--- src/sv/assert_macros.svh ---
// Assertion macros shared by the q4 gate/up engine RTL
`ifndef ASSERT_MACROS_SVH
`define ASSERT_MACROS_SVH

// Checked only outside reset
`define QGU_ASSERT(lbl, prop, msg) \
  lbl: assert property (@(posedge clk_i) disable iff (!rst_ni) prop) else $error(msg);

// Checked in every cycle, reset included
`define QGU_ASSERT_ALWAYS(lbl, prop, msg) \
  lbl: assert property (@(posedge clk_i) prop) else $error(msg);

`endif

--- src/sv/qgu_pkg.sv ---
// Types, constants and float helpers for the q4 gate/up dot-product engine
`default_nettype none

package qgu_pkg;

  localparam int Rows       = 32;
  localparam int RowW       = 5;
  localparam int RowLength  = 256;
  localparam int BlockElems = 32;
  localparam int Blocks     = RowLength / BlockElems;
  localparam int ActDepth   = 4096;
  localparam int AccW       = 64;

  localparam logic [31:0] CanonNan = 32'h7FC0_0000;

  typedef enum logic [1:0] {
    OP_LOAD  = 2'd0,
    OP_MAC   = 2'd1,
    OP_CLEAR = 2'd2,
    OP_NONE  = 2'd3
  } opcode_e;

  typedef enum logic [2:0] {
    ST_IDLE,
    ST_RD0,
    ST_RD1,
    ST_RD2,
    ST_CALC,
    ST_DONE
  } state_e;

  typedef enum logic [1:0] {
    FPU_MUL,
    FPU_MUL_BF,
    FPU_ADD
  } fpu_op_e;

  typedef struct packed {
    logic [1:0]  opcode;
    logic [11:0] act_index;
    logic [15:0] act_value;
    logic [11:0] act_base;
    logic [4:0]  row;
    logic [2:0]  block;
    logic [3:0]  lane;
    logic [7:0]  gate_byte;
    logic [7:0]  up_byte;
    logic [15:0] gate_scale;
    logic [15:0] up_scale;
  } in_req_t;

  typedef struct packed {
    logic [4:0]  out_row;
    logic [31:0] gate_total;
    logic [31:0] up_total;
  } out_rsp_t;

  // Flush subnormals to signed zero, canonicalize NaN
  function automatic logic [31:0] tidy(input logic [31:0] u);
    logic [31:0] r;
    r = u;
    if (u[30:23] == 8'd0) begin
      r = {u[31], 31'd0};
    end else if (u[30:23] == 8'hFF && u[22:0] != 23'd0) begin
      r = CanonNan;
    end
    return r;
  endfunction

  function automatic logic [31:0] bf16_to_fp32(input logic [15:0] h);
    return tidy({h, 16'd0});
  endfunction

  // Signed 4-bit weight as an exact fp32 value
  function automatic logic [31:0] nibble_to_fp32(input logic [3:0] n);
    logic [3:0]  mag;
    logic [30:0] m;
    mag = n[3] ? 4'(-n) : n;
    case (mag)
      4'd0:    m = 31'h0000_0000;
      4'd1:    m = 31'h3F80_0000;
      4'd2:    m = 31'h4000_0000;
      4'd3:    m = 31'h4040_0000;
      4'd4:    m = 31'h4080_0000;
      4'd5:    m = 31'h40A0_0000;
      4'd6:    m = 31'h40C0_0000;
      4'd7:    m = 31'h40E0_0000;
      4'd8:    m = 31'h4100_0000;
      default: m = 31'h0000_0000;
    endcase
    return {n[3] && (mag != 4'd0), m};
  endfunction

endpackage

`default_nettype wire

--- src/sv/qgu_fpu.sv ---
// Shared fp32 multiply / add unit with flush-to-zero and optional bf16 rounding
`default_nettype none

module qgu_fpu (
  input  wire qgu_pkg::fpu_op_e op_i,
  input  wire logic [31:0]      a_i,
  input  wire logic [31:0]      b_i,
  output      logic [31:0]      res_o
);

  logic [31:0] a, b;
  logic        a_nan, b_nan, a_inf, b_inf, a_zero, b_zero;

  // multiply path
  logic        m_sign;
  logic [47:0] m_prod, m_norm, m_man;
  logic signed [9:0] m_exp;
  logic [7:0]  m_ef;
  logic [5:0]  m_sh;
  logic [95:0] m_wide;
  logic        m_stk, m_rnd;
  logic [30:0] m_comb;
  logic [31:0] m_res, bf_sum, bf_res;

  // add path
  logic [31:0] big, sml;
  logic        sub;
  logic [7:0]  d;
  logic [5:0]  al_sh;
  logic [53:0] al_wide;
  logic [26:0] al_sml;
  logic [27:0] sum, sum_n;
  logic [4:0]  lz;
  logic        lz_found;
  logic signed [9:0] s_exp;
  logic [7:0]  s_ef;
  logic [4:0]  s_shl;
  logic        s_rnd;
  logic [30:0] s_comb;
  logic [31:0] s_res;

  // operand classification
  always_comb begin
    a      = qgu_pkg::tidy(a_i);
    b      = qgu_pkg::tidy(b_i);
    a_nan  = (a[30:23] == 8'hFF) && (a[22:0] != 23'd0);
    b_nan  = (b[30:23] == 8'hFF) && (b[22:0] != 23'd0);
    a_inf  = (a[30:23] == 8'hFF) && (a[22:0] == 23'd0);
    b_inf  = (b[30:23] == 8'hFF) && (b[22:0] == 23'd0);
    a_zero = (a[30:23] == 8'd0);
    b_zero = (b[30:23] == 8'd0);
  end

  // fp32 multiply, rounded nearest-even with gradual underflow then flushed
  always_comb begin
    m_sign = a[31] ^ b[31];
    m_prod = {1'b1, a[22:0]} * {1'b1, b[22:0]};
    m_exp  = $signed({2'b00, a[30:23]}) + $signed({2'b00, b[30:23]}) - 10'sd127;
    if (m_prod[47]) begin
      m_norm = m_prod;
      m_exp  = m_exp + 10'sd1;
    end else begin
      m_norm = m_prod << 1;
    end
    if (m_exp <= 10'sd0) begin
      m_sh = (m_exp < -10'sd46) ? 6'd48 : 6'(10'sd1 - m_exp);
      m_ef = 8'd0;
    end else begin
      m_sh = 6'd0;
      m_ef = m_exp[7:0];
    end
    m_wide = {m_norm, 48'd0} >> m_sh;
    m_man  = m_wide[95:48];
    m_stk  = |m_wide[47:0];
    m_comb = {m_ef, m_man[46:24]};
    m_rnd  = m_man[23] & ((|m_man[22:0]) | m_stk | m_comb[0]);
    m_comb = m_comb + 31'(m_rnd);
    if (a_nan || b_nan || (a_inf && b_zero) || (b_inf && a_zero)) begin
      m_res = qgu_pkg::CanonNan;
    end else if (a_inf || b_inf || m_exp >= 10'sd255) begin
      m_res = {m_sign, 8'hFF, 23'd0};
    end else if (a_zero || b_zero || m_comb[30:23] == 8'd0) begin
      m_res = {m_sign, 31'd0};
    end else begin
      m_res = {m_sign, m_comb};
    end
  end

  // bf16 rounding of the product
  always_comb begin
    bf_sum = m_res + 32'h0000_7FFF + {31'd0, m_res[16]};
    if (m_res[30:23] == 8'hFF && m_res[22:0] != 23'd0) begin
      bf_res = qgu_pkg::CanonNan;
    end else begin
      bf_res = qgu_pkg::tidy({bf_sum[31:16], 16'd0});
    end
  end

  // fp32 add: align, add, normalize, round
  always_comb begin
    if (a[30:0] >= b[30:0]) begin
      big = a;
      sml = b;
    end else begin
      big = b;
      sml = a;
    end
    sub     = a[31] ^ b[31];
    d       = big[30:23] - sml[30:23];
    al_sh   = (d > 8'd31) ? 6'd31 : 6'(d);
    al_wide = {1'b1, sml[22:0], 3'd0, 27'd0} >> al_sh;
    al_sml  = al_wide[53:27] | {26'd0, |al_wide[26:0]};
    if (sub) begin
      sum = {1'b0, 1'b1, big[22:0], 3'd0} - {1'b0, al_sml};
    end else begin
      sum = {1'b0, 1'b1, big[22:0], 3'd0} + {1'b0, al_sml};
    end
    lz       = 5'd0;
    lz_found = 1'b0;
    for (int i = 27; i >= 0; i--) begin
      if (!lz_found && sum[i]) begin
        lz       = 5'(27 - i);
        lz_found = 1'b1;
      end
    end
    s_exp = $signed({2'b00, big[30:23]}) + 10'sd1 - $signed({5'd0, lz});
    if (s_exp >= 10'sd1) begin
      s_shl = lz;
      s_ef  = s_exp[7:0];
    end else begin
      s_shl = big[27:23];
      s_ef  = 8'd0;
    end
    sum_n  = sum << s_shl;
    s_comb = {s_ef, sum_n[26:4]};
    s_rnd  = sum_n[3] & ((|sum_n[2:0]) | s_comb[0]);
    s_comb = s_comb + 31'(s_rnd);
    if (a_nan || b_nan || (a_inf && b_inf && sub)) begin
      s_res = qgu_pkg::CanonNan;
    end else if (a_inf) begin
      s_res = a;
    end else if (b_inf) begin
      s_res = b;
    end else if (a_zero && b_zero) begin
      s_res = {a[31] & b[31], 31'd0};
    end else if (a_zero) begin
      s_res = b;
    end else if (b_zero) begin
      s_res = a;
    end else if (sum == 28'd0) begin
      s_res = 32'd0;
    end else if (s_exp >= 10'sd255) begin
      s_res = {big[31], 8'hFF, 23'd0};
    end else if (s_comb[30:23] == 8'd0) begin
      s_res = {big[31], 31'd0};
    end else begin
      s_res = {big[31], s_comb};
    end
  end

  // result select
  always_comb begin
    case (op_i)
      qgu_pkg::FPU_MUL:    res_o = m_res;
      qgu_pkg::FPU_MUL_BF: res_o = bf_res;
      qgu_pkg::FPU_ADD:    res_o = s_res;
      default:             res_o = s_res;
    endcase
  end

endmodule

`default_nettype wire

--- config.mk ---
export PLATFORM = sky130hd
export DESIGN_NAME = qgu_fpu
export DESIGN_NICKNAME = d
export VERILOG_FILES = /design/src/sv/assert_macros.svh /design/src/sv/qgu_pkg.sv /design/src/sv/qgu_fpu.sv
export SDC_FILE = /design/constraint.sdc
export NUM_CORES = 2
export LEC_CHECK = 0
export BUFFER_PORTS_ARGS = -buffer_cell sky130_fd_sc_hd__buf_2
export CAP_MARGIN = 20
export CORE_MARGIN = 2
export CORE_UTILIZATION = 60
export DETAILED_ROUTE_END_ITERATION = 12
export GPL_TIMING_DRIVEN = 0
export PLACE_DENSITY_LB_ADDON = 0.3
export SLEW_MARGIN = 30
export SYNTH_ARGS = -nofsm -noshare
export SYNTH_HDL_FRONTEND = slang
export SYNTH_SLANG_ARGS = --single-unit
--- constraint.sdc ---
create_clock -name vclk -period 55
set_input_delay 11 -clock vclk [all_inputs]
set_output_delay 11 -clock vclk [all_outputs]
set_load 0.1 [all_outputs]
# After elaboration in Yosys (flattened, before gate mapping)

Index checks and enable logic that the tools add are counted.

Bitwise gates (word level): 8
Add/subtract/negate cells: 13
Magnitude comparators: 7
Equality and inequality tests: 7
Mux-type cells: 85
Reductions and logical operators: 96
Div/mod/pow operators: 0
Shifts and indexed selects: 3
Multipliers: 1

Operators with widths:

| kind                     | number |
|---|---|
| $mux W32                 | 16 |
| $mux W31                 | 5 |
| $mux W5                  | 27 |
| $reduce_bool A23 Y1      | 5 |
| $shr A96 B6 Y95          | 1 |
| $pmux W32 S2             | 1 |
| $add A31 B1 Y31          | 2 |
| $logic_not A8 Y1         | 7 |
| $shr A54 B6 Y54          | 1 |
| $eq A8 B8 Y1 const B     | 6 |
| $mul A24 B24 Y48         | 1 |
| $mux W48                 | 1 |
| $reduce_or A48 Y1        | 1 |
| $logic_not A23 Y1        | 2 |
| $logic_and A1 B1 Y1      | 40 |
| $add A32 B1 Y32          | 1 |
| $add A32 B15 Y32 const B | 1 |
| $ge A31 B31 Y1           | 1 |
| $add A27 B27 Y28         | 1 |
| $logic_not A28 Y1        | 1 |
| $mux W1                  | 28 |
| $mux W28                 | 1 |
| $shl A28 B5 Y27          | 1 |
| $sub A27 B27 Y28         | 1 |
| 27 further kinds         | 68 |

Bits in latches: 0
Output and inout bits: 32
RAM bits: 0
Memories kept: 0
Register bits after elaboration: 0
ROM bits: 0

# Logic depth before layout (Yosys ltp)

Depth in word-level cells: 115
Mapped depth: 86

# Least setup slack after synthesis

OpenSTA, ideal clock, no wires.

Path kind: input to output
Start: input port a_i[10]
End: output port res_o[24]
Arrival time: 29.399 ns
Slack: 14.601 ns
Cell stages on the path: 74
Path buffers: 8
Cell sequence: nor4_1 -> nand4_1 -> a21oi_1 -> clkbuf_1 -> and3_1 -> clkbuf_1 -> buf_1 -> ha_1 -> nor4_1 -> o221ai_1 -> and4b_4 -> o31ai_4 -> mux2_2 -> ha_1 -> nor2_1 -> o221ai_1 -> o21ba_2 -> o21ai_1 -> [... 38 more ...] -> xnor2_1 -> nand4_1 -> o41ai_1 -> clkbuf_1 -> clkbuf_1 -> nand2_1 -> o211ai_1 -> o21ai_0 -> a2bb2oi_1 -> a221oi_4 -> inv_2 -> a222oi_1 -> nor3_2 -> and2_2 -> or2_2 -> a311oi_1 -> a211oi_1 -> a311oi_1

Longest elaborated chain between the ends: 115

RTL lines:

| element                                     | RTL line       | text |
|---|---|---|
| start: declaration                          | qgu_fpu.sv:6   | `input wire logic [31:0] a_i,` |
| $reduce_bool A23 Y1                         | qgu_pkg.sv:64  | `end else if (u[30:23] == 8'hFF && u[22:0] != 23'd0) begin` |
| $logic_and A1 B1 Y1                         | qgu_pkg.sv:64  |  |
| $mux W32 (*)                                | qgu_pkg.sv:64  |  |
| $mux W32 (*)                                | qgu_pkg.sv:62  | `if (u[30:23] == 8'd0) begin` |
| $ge A31 B31 Y1                              | qgu_fpu.sv:101 | `if (a[30:0] >= b[30:0]) begin` |
| $mux W32 / $mux W31 (equally long branches) | qgu_fpu.sv:101 |  |
| $sub A8 B8 Y8                               | qgu_fpu.sv:109 | `d = big[30:23] - sml[30:23];` |
| $gt A8 B5 Y1                                | qgu_fpu.sv:110 | `al_sh = (d > 8'd31) ? 6'd31 : 6'(d);` |
| [... 99 more ...]                           | -              |  |
| $mux W32                                    | qgu_fpu.sv:150 | `end else if (sum == 28'd0) begin` |
| $mux W32                                    | qgu_fpu.sv:148 | `end else if (b_zero) begin` |
| $mux W32                                    | qgu_fpu.sv:146 | `end else if (a_zero) begin` |
| $mux W32                                    | qgu_fpu.sv:144 | `end else if (a_zero && b_zero) begin` |
| $mux W32                                    | qgu_fpu.sv:142 | `end else if (b_inf) begin` |
| $mux W32                                    | qgu_fpu.sv:140 | `end else if (a_inf) begin` |
| $mux W32                                    | qgu_fpu.sv:138 | `if (a_nan \|\| b_nan \|\| (a_inf && b_inf && sub)) begin` |
| $pmux W32 S2 (*)                            | qgu_fpu.sv:163 | `case (op_i)` |
| end: declaration                            | qgu_fpu.sv:8   | `output logic [31:0] res_o` |

Mark *: on every way between the ends. The rest lies on a longest branch, timed or not.

# Worst setup path after layout

Start: input port a_i[15]
End: output port res_o[6]

Same word-level chain as after synthesis.

==> impl_metrics.csv <==
group,metric,value,unit
worst_setup_path,cp_slowest_stage_delay,0.89,ns
synthesis,synth.largest_area_cell,"sky130_fd_sc_hd__fa_1",
placed_design,place.port_buffers,97,
synthesis,yosys.area.top_type_share,0.253,
synthesis,yosys-top-cells-count,"sky130_fd_sc_hd__nand2_1 (714), sky130_fd_sc_hd__inv_1 (643), sky130_fd_sc_hd__nor2_1 (525)",
worst_setup_path,critical_path_peak_fanout,11,
placed_design,placed_cells,6273,
finish,n_fill_cell,5737,
placed_design,routabilityCongestion,1.17,
grt,antenna_violations_before_repair,11,
timing,setup_repair_after_global_routing_missed_its_margin,"false",
synthesis,synthesis.area_per_instance,7.20,µm²
floorplanning,pin_count,98,
worst_setup_path,worst-endpoint-arrival,35.14,ns
finish,layoutNonFillerInstCount,6288,
worst_setup_path,cpMostUsedCell,"sky130_fd_sc_hd__a21oi_1",
timing,max_clock_freq,21.7,MHz
worst_setup_path,critical_path_required,44.00,ns
timing,setup-tns-final,0,ns
floorplanning,initial_utilization,0.608,
timing,finalHoldWorstSlack,22.75,ns
synthesis,yosys.cell_count.top_type,"sky130_fd_sc_hd__nand2_1",
clock_network,cts_hold_buffers,0,
timing,worstMarginPinSlew,1.24,ns
floorplanning,floorplan.die_area,0.0659,mm²
timing,period_minus_slack,46.14,ns
clock_network,post-cts-setup-buffer-count,0,
grt,grt.overflow.total,0,
detailed_routing,avgRoutedWirePerCell,30.5,µm
floorplanning,fp.dieH,257,µm
finish,area.sequential,0,µm²
hold_path,holdPathStages,4,
worst_setup_path,critical-path-slowest-cell,"sky130_fd_sc_hd__clkbuf_1",
clock_network,cts_repair_resize_count,0,
status,failing_checks,"DRC",
timing,final.period_utilization,0.839,
synthesis,gate_count_after_technology_mapping,5326,
detailed_routing,drt_drc_violations_left,2,
synthesis,synth_top_cells_by_area,"sky130_fd_sc_hd__fa_1 (25%), sky130_fd_sc_hd__ha_1 (10%), sky130_fd_sc_hd__nand2_1 (7.0%), sky130_fd_sc_hd__inv_1 (6.3%), sky130_fd_sc_hd__nor2_1 (5.1%)",
hold_path,worst_hold_startpoint,"b_i[27]",
detailed_routing,drt-total-wl,192000,µm
worst_setup_path,critPathKind,"in2out",
timing,slew_viol_final,0,
grt,groute.usage.overall,0.561,
synthesis,synthesis.yosys.warnings,0,
grt,grt_pass1_wl,278000,µm
timing,finalSetupViolations,0,
floorplanning,floorplan.rows,92,
finish,area.growth.synth_to_final,4.57,%
floorplanning,placeableCoreArea,0.0631,mm²
floorplanning,dieWidth,257,µm
grt,grt_max_degree,13,
detailed_routing,remaining_antenna_violation_count,0,
finish,layout-drive-gt1-share,0.0540,
hold_path,hp-class,"in2out",
finish,clockBufferCount,0,
synthesis,synthesis.area,0.0383,mm²
worst_setup_path,critPathLaunchType,"primary input",
detailed_routing,viasPerCell,7.34,
worst_setup_path,setup.worst_path.end_class,"output pin",
detailed_routing,vias,46200,
finish,final_nets,6287,
synthesis,ys_seq_area_frac,0,
timing,max_slew_margin,0.165,
detailed_routing,drt-pass1-iter-count,13,
synthesis,yosysUniqueCellTypes,130,
hold_path,hold_path_sink,"res_o[27]",
flow_run,max_cap_violations,0,
grt,first_global_vias,43400,
status,run_status,"finished, violations left",
detailed_routing,drt_iter0_markers,8469,
timing,hold_viol,0,
placed_design,dpl.hpwl,155000,µm
synthesis,syn_nets,6183,
finish,numSequentialCells,0,
[stage by stage]
| stage | worst slack, ns | util | cell area [µm²] |
|---|---|---|---|
| detailed placement | 10.38 | 0.634 | 40000 |
| global placement | 9.39 | 0.632 | 39900 |
| finish | 8.86 | 0.636 | 40100 |
| CTS | 10.33 | 0.634 | 40000 |
| floorplan | 14.60 | - | 38300 |
| global route | 8.10 | 0.635 | 40100 |
[cell usage in the layout (no fill, tap or decap), types with 54 or more instances in the layout]
cell type	synthesis	final
sky130_fd_sc_hd__ha_1	307	307
sky130_fd_sc_hd__nor3_1	136	132
sky130_fd_sc_hd__o22ai_1	54	54
sky130_fd_sc_hd__a21oi_1	275	275
sky130_fd_sc_hd__clkbuf_1	269	264
sky130_fd_sc_hd__nand3_1	125	125
sky130_fd_sc_hd__a211oi_1	67	65
sky130_fd_sc_hd__a21o_1	57	57
sky130_fd_sc_hd__nand4_1	70	70
sky130_fd_sc_hd__buf_2	28	127
sky130_fd_sc_hd__mux2i_1	89	89
sky130_fd_sc_hd__nand2_1	714	714
sky130_fd_sc_hd__nor2_1	525	525
sky130_fd_sc_hd__fa_1	484	484
sky130_fd_sc_hd__xnor2_1	107	105
sky130_fd_sc_hd__inv_1	643	643
sky130_fd_sc_hd__o21ai_0	189	188
sky130_fd_sc_hd__and3_1	72	72
sky130_fd_sc_hd__a31oi_1	66	65
sky130_fd_sc_hd__nor4_1	59	56
[worst max-delay path by stage]
stage	slack (ns)	endpoint	from
after detailed placement	10.38	res_o[6]	a_i[10]
after global placement	9.39	res_o[13]	b_i[14]
after floorplan	14.60	res_o[24]	a_i[10]
after CTS	10.33	res_o[6]	a_i[10]
final	8.86	res_o[6]	a_i[15]
after global routing	8.10	res_o[2]	a_i[10]
[per-layer routing]
layer  wire length [µm]  part of all wire  GRT usage  vias to the layer above
met3              35300              0.18      0.276                     1268
li1                   -                 -          -                    18700
met1              65300              0.34      0.683                    21500
met4              18400             0.096      0.386                        8
met2              72800              0.38      0.769                     4697
met5                 92           0.00048     0.0154                        -
[cell families after synthesis]
logic type	Yosys count	synth area share
buf+inv	1010	0.101
simple gates	1960	0.239
compound gates	1290	0.237
xor+xnor	154	0.0359
fa+ha+maj	791	0.353
mux	121	0.0341
[critical path: cells and delay by family]
| family | cells | cell delay (ns) |
|---|---|---|
| AO/OA/AOI/OAI | 34 | 9.15 |
| XOR/XNOR | 1 | 0.14 |
| adder cells (fa/ha/maj) | 7 | 1.93 |
| buffers and inverters | 17 | 6.00 |
| multiplexers | 3 | 1.30 |
| AND/OR/NAND/NOR | 20 | 5.60 |
[layout make-up]
class / count / area [µm²] / area share
diodes: 14 / 35.0 / 0.000874
well taps: 846 / 1060 / 0.0264
multi-input cells: 4316 / 34600 / 0.863
inverters: 666 / 2500 / 0.0623
plain buffers: 344 / 1400 / 0.0348
repair buffers: 102 / 522 / 0.0130
